==> config.mk <==
export PLATFORM = sky130hd
export DESIGN_NAME = tcp_dest_port_rewriter
export DESIGN_NICKNAME = d
export VERILOG_FILES = /design/src/rtl/tdpr_pkg.sv /design/src/rtl/tdpr_front.sv /design/src/rtl/tdpr_queue.sv /design/src/rtl/tdpr_back.sv /design/src/rtl/tcp_dest_port_rewriter.sv
export SDC_FILE = /design/constraint.sdc
export NUM_CORES = 1
export LEC_CHECK = 0
export ABC_CLOCK_PERIOD_IN_PS = 12100
export BUFFER_PORTS_ARGS = -buffer_cell sky130_fd_sc_hd__buf_2
export CAP_MARGIN = 20
export CORE_MARGIN = 3
export CORE_UTILIZATION = 30
export CTS_CLUSTER_DIAMETER = 120
export DETAILED_ROUTE_END_ITERATION = 12
export GPL_TIMING_DRIVEN = 0
export PLACE_DENSITY_LB_ADDON = 0.05
export SYNTH_ARGS = -nofsm -noshare
export SYNTH_HDL_FRONTEND = slang
export SYNTH_SLANG_ARGS = --single-unit
==> constraint.sdc <==
create_clock -name clk -period 12.1 [get_ports clk]
set_clock_uncertainty 0.2 [all_clocks]
set_input_delay 0.605 -clock clk [delete_from_list [all_inputs] [get_ports clk]]
set_output_delay 0.605 -clock clk [all_outputs]
set_load 0.02 [all_outputs]
==> src/rtl/tdpr_pkg.sv <==
// Shared types, constants and checksum helper for the TCP destination port rewriter.
// No dependencies; used by tdpr_front, tdpr_queue, tdpr_back and the top level.
package tdpr_pkg;

  // Configuration register indexes
  localparam logic REG_MATCH_PORT   = 1'b0;
  localparam logic REG_REWRITE_PORT = 1'b1;

  localparam logic [15:0] MATCH_PORT_RESET   = 16'd5000;
  localparam logic [15:0] REWRITE_PORT_RESET = 16'd15003;

  // Byte positions in the frame, at which header fields are captured
  localparam logic [6:0] POS_ETYPE_LO = 7'd13;
  localparam logic [6:0] POS_IHL      = 7'd14;
  localparam logic [6:0] POS_PROTO    = 7'd23;
  localparam logic [6:0] POS_DPORT_LO = 7'd37;
  localparam logic [6:0] POS_DOFF     = 7'd46;
  localparam logic [6:0] POS_CSUM_LO  = 7'd51;
  localparam logic [6:0] COUNT_MAX    = 7'd127;

  // Minimum lengths
  localparam logic [7:0] LEN_ETH  = 8'd14;
  localparam logic [7:0] LEN_IP   = 8'd34;
  localparam logic [7:0] LEN_TCP  = 8'd54;
  localparam logic [3:0] DOFF_MIN = 4'd5;

  localparam logic [7:0] ETYPE_HI  = 8'h08;
  localparam logic [7:0] ETYPE_LO  = 8'h00;
  localparam logic [7:0] PROTO_TCP = 8'd6;

  // Work handed from front to back: up to three output beats.
  // The last flag (and verdict/rewritten) apply to the final beat only.
  typedef struct packed {
    logic [1:0]      cnt;
    logic            last;
    logic            verdict;
    logic            rewritten;
    logic [2:0][7:0] bytes;
  } entry_t;

  // RFC 1624 incremental update: HC' = ~(~HC + ~m + m'), end-around carry
  function automatic logic [15:0] csum_update(input logic [15:0] hc,
                                              input logic [15:0] m,
                                              input logic [15:0] mn);
    logic [17:0] s;
    logic [16:0] f1;
    logic [15:0] f2;
    s  = {2'b00, ~hc} + {2'b00, ~m} + {2'b00, mn};
    f1 = {1'b0, s[15:0]} + {15'd0, s[17:16]};
    f2 = f1[15:0] + {15'd0, f1[16]};
    return ~f2;
  endfunction

endpackage

==> src/rtl/tdpr_front.sv <==
// Front end: accepts frame bytes, keeps the two-byte hold, parses headers,
// rewrites port and checksum, and pushes output work into the queue. Uses tdpr_pkg.
module tdpr_front (
  input  logic                  clk,
  input  logic                  rst,
  input  logic                  cfg_we,
  input  logic                  cfg_addr,
  input  logic [15:0]           cfg_wdata,
  input  logic                  s_tvalid,
  output logic                  s_tready,
  input  logic [7:0]            s_tdata,
  input  logic                  s_tlast,
  input  logic                  q_full,
  output logic                  push,
  output tdpr_pkg::entry_t      push_entry
);

  logic [15:0] match_port;
  logic [15:0] rewrite_port;

  logic [6:0]  count;
  logic [7:0]  dl0, dl1;
  logic [1:0]  filled;
  logic        is_ipv4, is_tcp, matched;
  logic [3:0]  hdr_words, doff_words;
  logic [15:0] old_port;

  logic [6:0]  count_next;
  logic [7:0]  dl0_next, dl1_next;
  logic [7:0]  s0, s1;
  logic [1:0]  filled_next;
  logic        is_ipv4_next, is_tcp_next, matched_next;
  logic [3:0]  hdr_words_next, doff_words_next;
  logic [15:0] old_port_next;
  logic [15:0] csum_new;
  logic        accept, shift, drop;
  logic [7:0]  len;

  assign s_tready = !q_full;
  assign accept   = s_tvalid && s_tready;
  assign shift    = (filled == 2'd2);

  always_ff @(posedge clk) begin
    if (rst) begin
      match_port   <= tdpr_pkg::MATCH_PORT_RESET;
      rewrite_port <= tdpr_pkg::REWRITE_PORT_RESET;
    end else if (cfg_we) begin
      unique case (cfg_addr)
        tdpr_pkg::REG_MATCH_PORT:   match_port   <= cfg_wdata;
        tdpr_pkg::REG_REWRITE_PORT: rewrite_port <= cfg_wdata;
        default: ;
      endcase
    end
  end

  assign csum_new = tdpr_pkg::csum_update({s0, s1}, old_port, rewrite_port);

  always_comb begin
    count_next  = (count == tdpr_pkg::COUNT_MAX) ? count : count + 7'd1;
    filled_next = shift ? filled : filled + 2'd1;
    // hold contents after taking the new byte
    s0 = shift ? dl1 : ((filled == 2'd0) ? s_tdata : dl0);
    s1 = (shift || filled == 2'd1) ? s_tdata : dl1;

    dl0_next        = s0;
    dl1_next        = s1;
    is_ipv4_next    = is_ipv4;
    is_tcp_next     = is_tcp;
    hdr_words_next  = hdr_words;
    doff_words_next = doff_words;
    old_port_next   = old_port;
    matched_next    = matched;

    unique case (count)
      tdpr_pkg::POS_ETYPE_LO:
        is_ipv4_next = (s0 == tdpr_pkg::ETYPE_HI) && (s1 == tdpr_pkg::ETYPE_LO);
      tdpr_pkg::POS_IHL:
        hdr_words_next = s_tdata[3:0];
      tdpr_pkg::POS_PROTO:
        is_tcp_next = (s_tdata == tdpr_pkg::PROTO_TCP);
      tdpr_pkg::POS_DPORT_LO: begin
        old_port_next = {s0, s1};
        matched_next  = is_ipv4 && is_tcp && ({s0, s1} == match_port);
        if (matched_next) begin
          dl0_next = rewrite_port[15:8];
          dl1_next = rewrite_port[7:0];
        end
      end
      tdpr_pkg::POS_DOFF:
        doff_words_next = s_tdata[7:4];
      tdpr_pkg::POS_CSUM_LO: begin
        if (matched) begin
          dl0_next = csum_new[15:8];
          dl1_next = csum_new[7:0];
        end
      end
      default: ;
    endcase
  end

  // Verdict on the length including this beat
  always_comb begin
    len = {1'b0, count_next};
    if (len < tdpr_pkg::LEN_ETH)                                  drop = 1'b1;
    else if (!is_ipv4_next)                                       drop = 1'b0;
    else if (len < tdpr_pkg::LEN_IP)                              drop = 1'b1;
    else if (!is_tcp_next)                                        drop = 1'b0;
    else if (len < tdpr_pkg::LEN_TCP)                             drop = 1'b1;
    else if (!matched_next)                                       drop = 1'b0;
    else if (len < tdpr_pkg::LEN_ETH + {2'b00, hdr_words_next, 2'b00})   drop = 1'b1;
    else if (len < tdpr_pkg::LEN_IP + {2'b00, doff_words_next, 2'b00})   drop = 1'b1;
    else if (doff_words_next < tdpr_pkg::DOFF_MIN)                drop = 1'b1;
    else                                                          drop = 1'b0;
  end

  always_comb begin
    push_entry.last      = s_tlast;
    push_entry.verdict   = s_tlast && drop;
    push_entry.rewritten = s_tlast && matched_next && !drop;
    push_entry.cnt       = 2'd1;
    push_entry.bytes     = {8'd0, 8'd0, dl0};
    if (s_tlast) begin
      unique case (filled)
        2'd2:    begin
          push_entry.cnt   = 2'd3;
          push_entry.bytes = {dl1_next, dl0_next, dl0};
        end
        2'd1:    begin
          push_entry.cnt   = 2'd2;
          push_entry.bytes = {8'd0, dl1_next, dl0_next};
        end
        default: begin
          push_entry.cnt   = 2'd1;
          push_entry.bytes = {8'd0, 8'd0, dl0_next};
        end
      endcase
    end
  end

  assign push = accept && (shift || s_tlast);

  always_ff @(posedge clk) begin
    if (rst || (accept && s_tlast)) begin
      count      <= '0;
      dl0        <= '0;
      dl1        <= '0;
      filled     <= '0;
      is_ipv4    <= 1'b0;
      is_tcp     <= 1'b0;
      hdr_words  <= '0;
      doff_words <= '0;
      old_port   <= '0;
      matched    <= 1'b0;
    end else if (accept) begin
      count      <= count_next;
      dl0        <= dl0_next;
      dl1        <= dl1_next;
      filled     <= filled_next;
      is_ipv4    <= is_ipv4_next;
      is_tcp     <= is_tcp_next;
      hdr_words  <= hdr_words_next;
      doff_words <= doff_words_next;
      old_port   <= old_port_next;
      matched    <= matched_next;
    end
  end

endmodule

==> src/rtl/tdpr_queue.sv <==
// Small register FIFO of output work between front and back.
// Uses tdpr_pkg::entry_t.
module tdpr_queue #(
  parameter int DEPTH = 4
) (
  input  logic             clk,
  input  logic             rst,
  input  logic             push,
  input  tdpr_pkg::entry_t push_entry,
  output logic             full,
  input  logic             pop,
  output logic             head_valid,
  output tdpr_pkg::entry_t head
);

  localparam int PW = (DEPTH > 1) ? $clog2(DEPTH) : 1;
  localparam int CW = $clog2(DEPTH + 1);
  localparam logic [PW-1:0] LAST_SLOT = PW'(DEPTH - 1);

  tdpr_pkg::entry_t slots [DEPTH];
  logic [PW-1:0] wr_ptr, rd_ptr;
  logic [CW-1:0] used;
  logic          do_push, do_pop;

  assign full       = (used == CW'(DEPTH));
  assign head_valid = (used != '0);
  assign head       = slots[rd_ptr];
  assign do_push    = push && !full;
  assign do_pop     = pop && head_valid;

  always_ff @(posedge clk) begin
    if (do_push) slots[wr_ptr] <= push_entry;
  end

  always_ff @(posedge clk) begin
    if (rst) begin
      wr_ptr <= '0;
      rd_ptr <= '0;
      used   <= '0;
    end else begin
      if (do_push) wr_ptr <= (wr_ptr == LAST_SLOT) ? '0 : wr_ptr + PW'(1);
      if (do_pop)  rd_ptr <= (rd_ptr == LAST_SLOT) ? '0 : rd_ptr + PW'(1);
      if (do_push && !do_pop)      used <= used + CW'(1);
      else if (do_pop && !do_push) used <= used - CW'(1);
    end
  end

endmodule

==> src/rtl/tdpr_back.sv <==
// Back end: takes work entries from the queue and sends their bytes
// through a registered master stream, one beat per cycle while m_tready allows. Uses tdpr_pkg.
module tdpr_back (
  input  logic             clk,
  input  logic             rst,
  input  logic             head_valid,
  input  tdpr_pkg::entry_t head,
  output logic             pop,
  output logic             m_tvalid,
  input  logic             m_tready,
  output logic [7:0]       m_tdata,
  output logic             m_tlast,
  output logic [1:0]       m_tuser
);

  tdpr_pkg::entry_t cur;
  logic             cur_valid;
  logic [1:0]       pos;
  logic             load, cur_done;

  assign load     = cur_valid && (!m_tvalid || m_tready);
  assign cur_done = (pos == cur.cnt - 2'd1);
  assign pop      = head_valid && (!cur_valid || (load && cur_done));

  always_ff @(posedge clk) begin
    if (rst) begin
      cur_valid <= 1'b0;
      pos       <= '0;
    end else if (pop) begin
      cur_valid <= 1'b1;
      pos       <= '0;
    end else if (load && cur_done) begin
      cur_valid <= 1'b0;
    end else if (load) begin
      pos <= pos + 2'd1;
    end
  end

  always_ff @(posedge clk) begin
    if (pop) cur <= head;
  end

  always_ff @(posedge clk) begin
    if (rst) begin
      m_tvalid <= 1'b0;
    end else if (load) begin
      m_tvalid <= 1'b1;
    end else if (m_tready) begin
      m_tvalid <= 1'b0;
    end
  end

  always_ff @(posedge clk) begin
    if (load) begin
      m_tdata <= cur.bytes[pos];
      m_tlast <= cur.last && cur_done;
      m_tuser <= {cur.rewritten && cur_done, cur.verdict && cur_done};
    end
  end

endmodule

==> src/rtl/tcp_dest_port_rewriter.sv <==
// Top level of the TCP destination port rewriter.
// Depends on tdpr_pkg, tdpr_front, tdpr_queue and tdpr_back.
//
// Frame bytes enter on the s_ stream (one byte per beat, s_tlast on the final
// byte) and leave on the m_ stream after a two-byte hold. In IPv4/TCP frames a
// destination port equal to match_port becomes the rewrite port and the TCP
// checksum is patched incrementally. The final output beat of a frame carries the
// verdict (m_tuser[0]: 1 = drop) and the rewritten flag (m_tuser[1]).
// Throughput: one byte per cycle in and out, unless a full queue or a low m_tready
// holds the flow. The final input beat of a frame releases up to three output
// beats; the work queue absorbs the extra beats, so back-to-back frames keep full
// rate on the input except when the queue fills. With the back end idle, an
// output beat released by an accepted input beat is written into a queue slot,
// then the work register, then the output register before reaching the m_ ports.
// The queue holds QUEUE_DEPTH entries; s_tready drops only when it is full,
// i.e. when the receiver stalls m_tready long enough.
// Configuration: cfg_we with cfg_addr 0 = match_port, 1 = rewrite port.
// Reset (rst, synchronous) empties the queue and output, clears the frame
// state and restores match_port = 5000, rewrite port = 15003.
module tcp_dest_port_rewriter #(
  parameter int QUEUE_DEPTH = 4
) (
  input  logic        clk,
  input  logic        rst,
  input  logic        cfg_we,
  input  logic        cfg_addr,
  input  logic [15:0] cfg_wdata,
  input  logic        s_tvalid,
  output logic        s_tready,
  input  logic [7:0]  s_tdata,   // [7:0] data_byte
  input  logic        s_tlast,
  output logic        m_tvalid,
  input  logic        m_tready,
  output logic [7:0]  m_tdata,   // [7:0] out_byte
  output logic        m_tlast,
  output logic [1:0]  m_tuser    // [0] verdict, [1] rewritten
);

  tdpr_pkg::entry_t push_entry, head;
  logic             push, q_full, pop, head_valid;

  tdpr_front u_front (
    .clk        (clk),
    .rst        (rst),
    .cfg_we     (cfg_we),
    .cfg_addr   (cfg_addr),
    .cfg_wdata  (cfg_wdata),
    .s_tvalid   (s_tvalid),
    .s_tready   (s_tready),
    .s_tdata    (s_tdata),
    .s_tlast    (s_tlast),
    .q_full     (q_full),
    .push       (push),
    .push_entry (push_entry)
  );

  tdpr_queue #(
    .DEPTH (QUEUE_DEPTH)
  ) u_queue (
    .clk        (clk),
    .rst        (rst),
    .push       (push),
    .push_entry (push_entry),
    .full       (q_full),
    .pop        (pop),
    .head_valid (head_valid),
    .head       (head)
  );

  tdpr_back u_back (
    .clk        (clk),
    .rst        (rst),
    .head_valid (head_valid),
    .head       (head),
    .pop        (pop),
    .m_tvalid   (m_tvalid),
    .m_tready   (m_tready),
    .m_tdata    (m_tdata),
    .m_tlast    (m_tlast),
    .m_tuser    (m_tuser)
  );

endmodule
Word-level counts from Yosys, hierarchy flattened
Memory sizes are Yosys's and may differ from the RTL's. A register that Yosys moved wholly into a read port is not among the register bits.
Index checks and enable logic that the tools add are counted.
- flip-flop bits (word level): 106
- latch bits: 0
- bits in writable memories: 116
- ROM bits: 0
- input bits: 31
- output and inout bits: 13
- word-level logic and storage cells: 147
- memories kept: 1
- memories (memory ; words ; bits a word ; rd ports ; clocked after memory_dff ; write ports ; RTL line ; source):
    u_queue.slots ; 4 ; 29 ; 1 ; 1 ; 1 ; tdpr_queue.sv:20 ; tdpr_pkg::entry_t slots [DEPTH];
- $add $sub $neg: 14
- multipliers: 0
- divide/modulo/power cells: 0
- $lt $le $gt $ge: 7
- equality and inequality tests: 16
- shift-type cells: 0
- mux-type cells: 40
- bitwise gates (word level): 6
- reduce and logical (&&, ||, !) cells: 42
- operators with widths (kind ; number):
    2-to-1 mux 8 bit ; 8
    inverter 16 bit ; 3
    case mux 24 bit (2 select lines) ; 1
    case mux 8 bit (2 select lines) ; 2
    2-to-1 mux 24 bit ; 1
    equality test 7 x 6 -> 1 bit (second input constant) ; 3
    logical AND 1 bit ; 19
    adder 18 x 16 -> 18 bit ; 1
    2-to-1 mux 1 bit ; 18
    adder 16 x 16 -> 17 bit ; 1
    adder 16 x 2 -> 17 bit ; 1
    adder 16 x 1 -> 16 bit ; 1
    binary-select mux 8 bit (select 2 bit) ; 1
    equality test 16 bit ; 1
    < comparator 7 x 8 -> 1 bit ; 2
    equality test 7 x 4 -> 1 bit (second input constant) ; 2
    < comparator 7 x 6 -> 1 bit (second input constant) ; 2
    AND reduction 2 bit ; 5
    adder 2 x 1 -> 2 bit (second input constant) ; 4
    equality test 8 x 3 -> 1 bit (second input constant) ; 1
    equality test 8 x 4 -> 1 bit (second input constant) ; 1
    zero test 8 bit ; 1
    2-to-1 mux 4 bit ; 2
    adder 4 x 6 -> 7 bit (first input constant) ; 1
    other kinds (25) ; 43

Depth between registers and ports, before layout
- word-level depth: 14
- depth in mapped cells: 44
- depth with buffers taken out: 41

Modules after synthesis
A second synthesis with hierarchy kept.
- cell total of the unflattened synthesis: 1163
- area total of the unflattened synthesis: 13156.4 um^2
- by module, submodules not included (module ; times used ; cells each ; area each (um^2)):
    tdpr_front ; 1 ; 862 ; 6817.8
    tdpr_queue ; 1 ; 201 ; 4702.0
    tdpr_back ; 1 ; 100 ; 1636.6

Least setup slack after synthesis
OpenSTA, ideal clock, no wires.
- kind: flip-flop to flip-flop
- start: register u_front.filled[0]
- end: memory u_queue.slots[0][13] in the netlist's numbering (data pin)
- arrival time: 8.374 ns
- data required time: 11.609 ns
- path slack: 3.235 ns
- stages on the path, launching flop included: 40
- period minus slack after synthesis: 8.865 ns
- cells stage by stage: dfxtp_1 -> inv_1 -> ha_1 -> buf_6 -> mux2i_4 -> ha_1 -> a21oi_1 -> o41ai_1 -> o41a_1 -> o22a_1 -> maj3_2 -> a21o_1 -> a21oi_1 -> xnor2_1 -> ha_1 -> a21oi_1 -> o21ai_0 -> nor3_1 -> (+4 left out) -> mux2i_1 -> nor3_1 -> ha_1 -> fa_1 -> clkbuf_1 -> o2111ai_1 -> a2111oi_2 -> and2_1 -> clkbuf_1 -> nand2_1 -> nor3_1 -> ha_1 -> nand2_1 -> nor3_1 -> and3b_1 -> o311a_1 -> a211oi_1 -> o32ai_1
- RTL lines (item ; RTL line ; source):
    from (decl) ; tdpr_front.sv:23 ; logic [1:0] filled;
    from (signal assigned) ; tdpr_front.sv:158 ; filled <= filled_next;
    to (decl) ; tdpr_queue.sv:20 ;

==> metrics <==
status=complete, no violations; Placed Area=14550 um2; post-synthesis register bit count=between 200 and 300; Ys Warns=0; CTS tree=done; Crit-path slowest cell=a2111oi_2; post-layout min period=11.03 ns; crit share post-route=around nine tenths; Setup Viol. Count Final=0; Setup WS pre-CTS=0.5206 ns; number of global-route vias before repair=just under 10000; std cell rows=77; Static Leak=5.413 nW; Async S/R FF share, synth=0%; Worst-path clk slew=0.06 ns; htree depth=1; fmax=0.09063 GHz; Slew headroom=between 30 and 40%; worst hold path type=in -> reg; max-cap violations=0; Startpoint Class=flop; most common cell in the synthesized netlist=edfxtp_1; max-slew violation count=0; ranking of synthesized cells by area=edfxtp_1 35%, dfxtp_1 14%, ha_1 5.4%; global-route usage over all layers=16.72%; number of antenna violations at the first check in global routing=0; share of layout cells above drive strength 1=12.65%; final hold vios=0; mapped cell area=between 10000 and 15000 um2; WS Path Type=reg -> reg; Layout Nets=about 1400; ANT cells=0; area grow syn2layout=14.92%; die height=~220 um; port buffer count=between 40 and 50; Hold WS=a little over 0.06 ns; DIE WIDTH=approximately 220 um; critical path arrival=around 11 ns; pin count of the biggest net entering global routing=30; Worst VDD drop=around 0.00010 V; Mapped Cells=between 1000 and 1500; Commonest cells post-synth=156 x edfxtp_1, 151 x nand2_1, 106 x nor2_1; initial core utilization=a little under a third; initial DRC count=~540; clock latency on the worst-skew pair=around 0.57 ns; setup ws final=~1.1 ns; first-pass GRT wire length=approximately 61000 um; CP peak stage delay=~0.55 ns; Filler Cell Count=between 4000 and 5000; Post-synth top flop=edfxtp_1; Clock Tree Root=clkbuf_16; post-synth top area share=approximately a third; HPWL after detailed placement=between 30000 and 40000 um; Sink Count=251; WP buf/inv=3; die area=47750 um2; Critical Path RT=~12 ns; RSZ-0062 raised after global routing=false; GP Congestion=just under 0.8; Crit Path Max Fanout=10; count of flip-flops with a built-in enable after synthesis=between 150 and 200; Remaining Overflow, GRT=0; Antenna Nets Post-Route=0; DR pass1 iterations=5; Netlist cell types=83; fin area=about 16000 um2; Setup TNS=0 ns; Worst path top cell family by delay=compound AO/OA/AOI/OAI gates; drt wl/cell=20.15 um; drt drc=0; Pwr Density=approximately 220 nW/um2; Worst setup EP type=flop; Synth area leader=edfxtp_1; Hold Buf Count CTS=0; Tot Pwr=about 3.5 mW; vias per cell=4.983; num ports=44; Core Box Area=between 40000 and 50000 um2; syn avg cell area=10.63 um2; Worst Tran Pin Value=0.9603 ns; Inserted Clock Buffers=30; Post-Route WL=about 40000 um; clk buf depth=3; Seq/Total Area, Yosys=48.61%; post-synthesis net count=between 1000 and 1500; vias=9807
[metrics by stage]
stage                     instances  util (%)
after floorplan                1275         -
final                          1968     35.05
after detailed placement       1912     32.75
after CTS                      1968     34.96
after global routing           1968     35.05
after global placement         1909     32.65
[flip-flops by register name, summed over array words and instances, names as in the netlist, 2 cells and up]
name,count
u_back.cur,29
u_front.doff_words,4
u_front.dl1,8
u_queue.used,3
u_front.dl0,8
u_front.rewrite_port,16
u_queue.wr_ptr,2
u_queue.slots,116
u_queue.rd_ptr,2
u_front.hdr_words,4
u_back.m_tdata,8
u_back.pos,2
u_front.count,7
u_front.old_port,16
u_front.filled,2
u_front.match_port,16
u_back.m_tuser,2
[logic make-up after synthesis]
kind of cell               share of synthesized area, %
and+or+nand+nor                                   15.31
AOI/OAI and AO/OA                                 12.77
DFF                                               48.61
buffers and inverters                             3.029
muxes                                             9.060
xor gates and xnor gates                          5.089
adders and majority gates                         6.123
[worst min-delay path: cells and delay by family]
family	cells	cell delay [ns]
AND/OR/NAND/NOR	2	0.10
buffers and inverters	1	0.09
[metal layers]
metal	wire length (um)	GRT usage [%]	up-vias
met4	862	3.936	0
met3	1224	2.211	51
met1	18050	21.78	4786
met5	0	0	-
met2	19520	29.46	146
li1	-	-	4824
[final timing paths]
kind                                                              end  cells after the start                           start  slack, ns
worst max-delay path                   u_queue.slots[0][15]$_DFFE_PP_                     39  u_front.filled[0]$_SDFFE_PP0P_       1.07
worst min-delay path            u_front.rewrite_port[12]$_SDFFE_PP1P_                      3                   cfg_wdata[12]       0.06
worst max register to register         u_queue.slots[0][15]$_DFFE_PP_                     39  u_front.filled[0]$_SDFFE_PP0P_       1.07
worst min register to register           u_back.m_tvalid$_SDFFE_PP0P_                      2   u_back.cur_valid$_SDFFE_PP0P_       0.26
[what timing repair did]
action                                  CTS  global route
gates resized for setup                   0             7
setup buffers                             0             0
endpoints found under the setup margin    0            20
[cell type report]
| class | instances | area, um2 | area share [%] |
|---|---|---|---|
| Buffer | 55 | 215.2 | 1.382 |
| Clock buffer | 51 | 880.8 | 5.658 |
| Clock inverter | 5 | 100.1 | 0.6429 |
| Inverter | 51 | 191.4 | 1.230 |
| Multi-Input combinational cell | 917 | 6585 | 42.30 |
| Sequential cell | 251 | 6586 | 42.30 |
| Tap cell | 592 | 740.7 | 4.758 |
| Timing Repair Buffer | 46 | 269.0 | 1.728 |
[cells in the final DEF (no fill, tap or decap), types with 5 or more instances in the layout]
master     instances
edfxtp_1         156
o22ai_1           11
o31ai_1            6
inv_1             51
a21o_1            10
nand4_1           12
nand3b_1          15
a22o_1             5
ha_1              59
o21a_1             8
mux2_2            10
and3_1             6
a21oi_1           87
xnor2_1           44
and4_1             6
o21ai_0           47
nor4_1            10
nand2_1          151
buf_2             44
nand2b_1          15
a211oi_1          32
clkbuf_1          60
mux2i_1           32
mux4_2            29
buf_1             10
mux2i_2            7
nor2b_1            8
o21ai_1            6
nor3_1            25
or2_2             11
nand3_1           21
clkbuf_16         31
xor2_1            32
and2_1            16
nor2_1           106
dfxtp_1           95
[where the power goes]
group          switching, mW  internal, mW  total (mW)
registers             0.0524          1.07        1.13
logic                  0.910         0.571        1.48
clock network          0.352         0.536       0.889
Power figures use the tool's default switching activity.
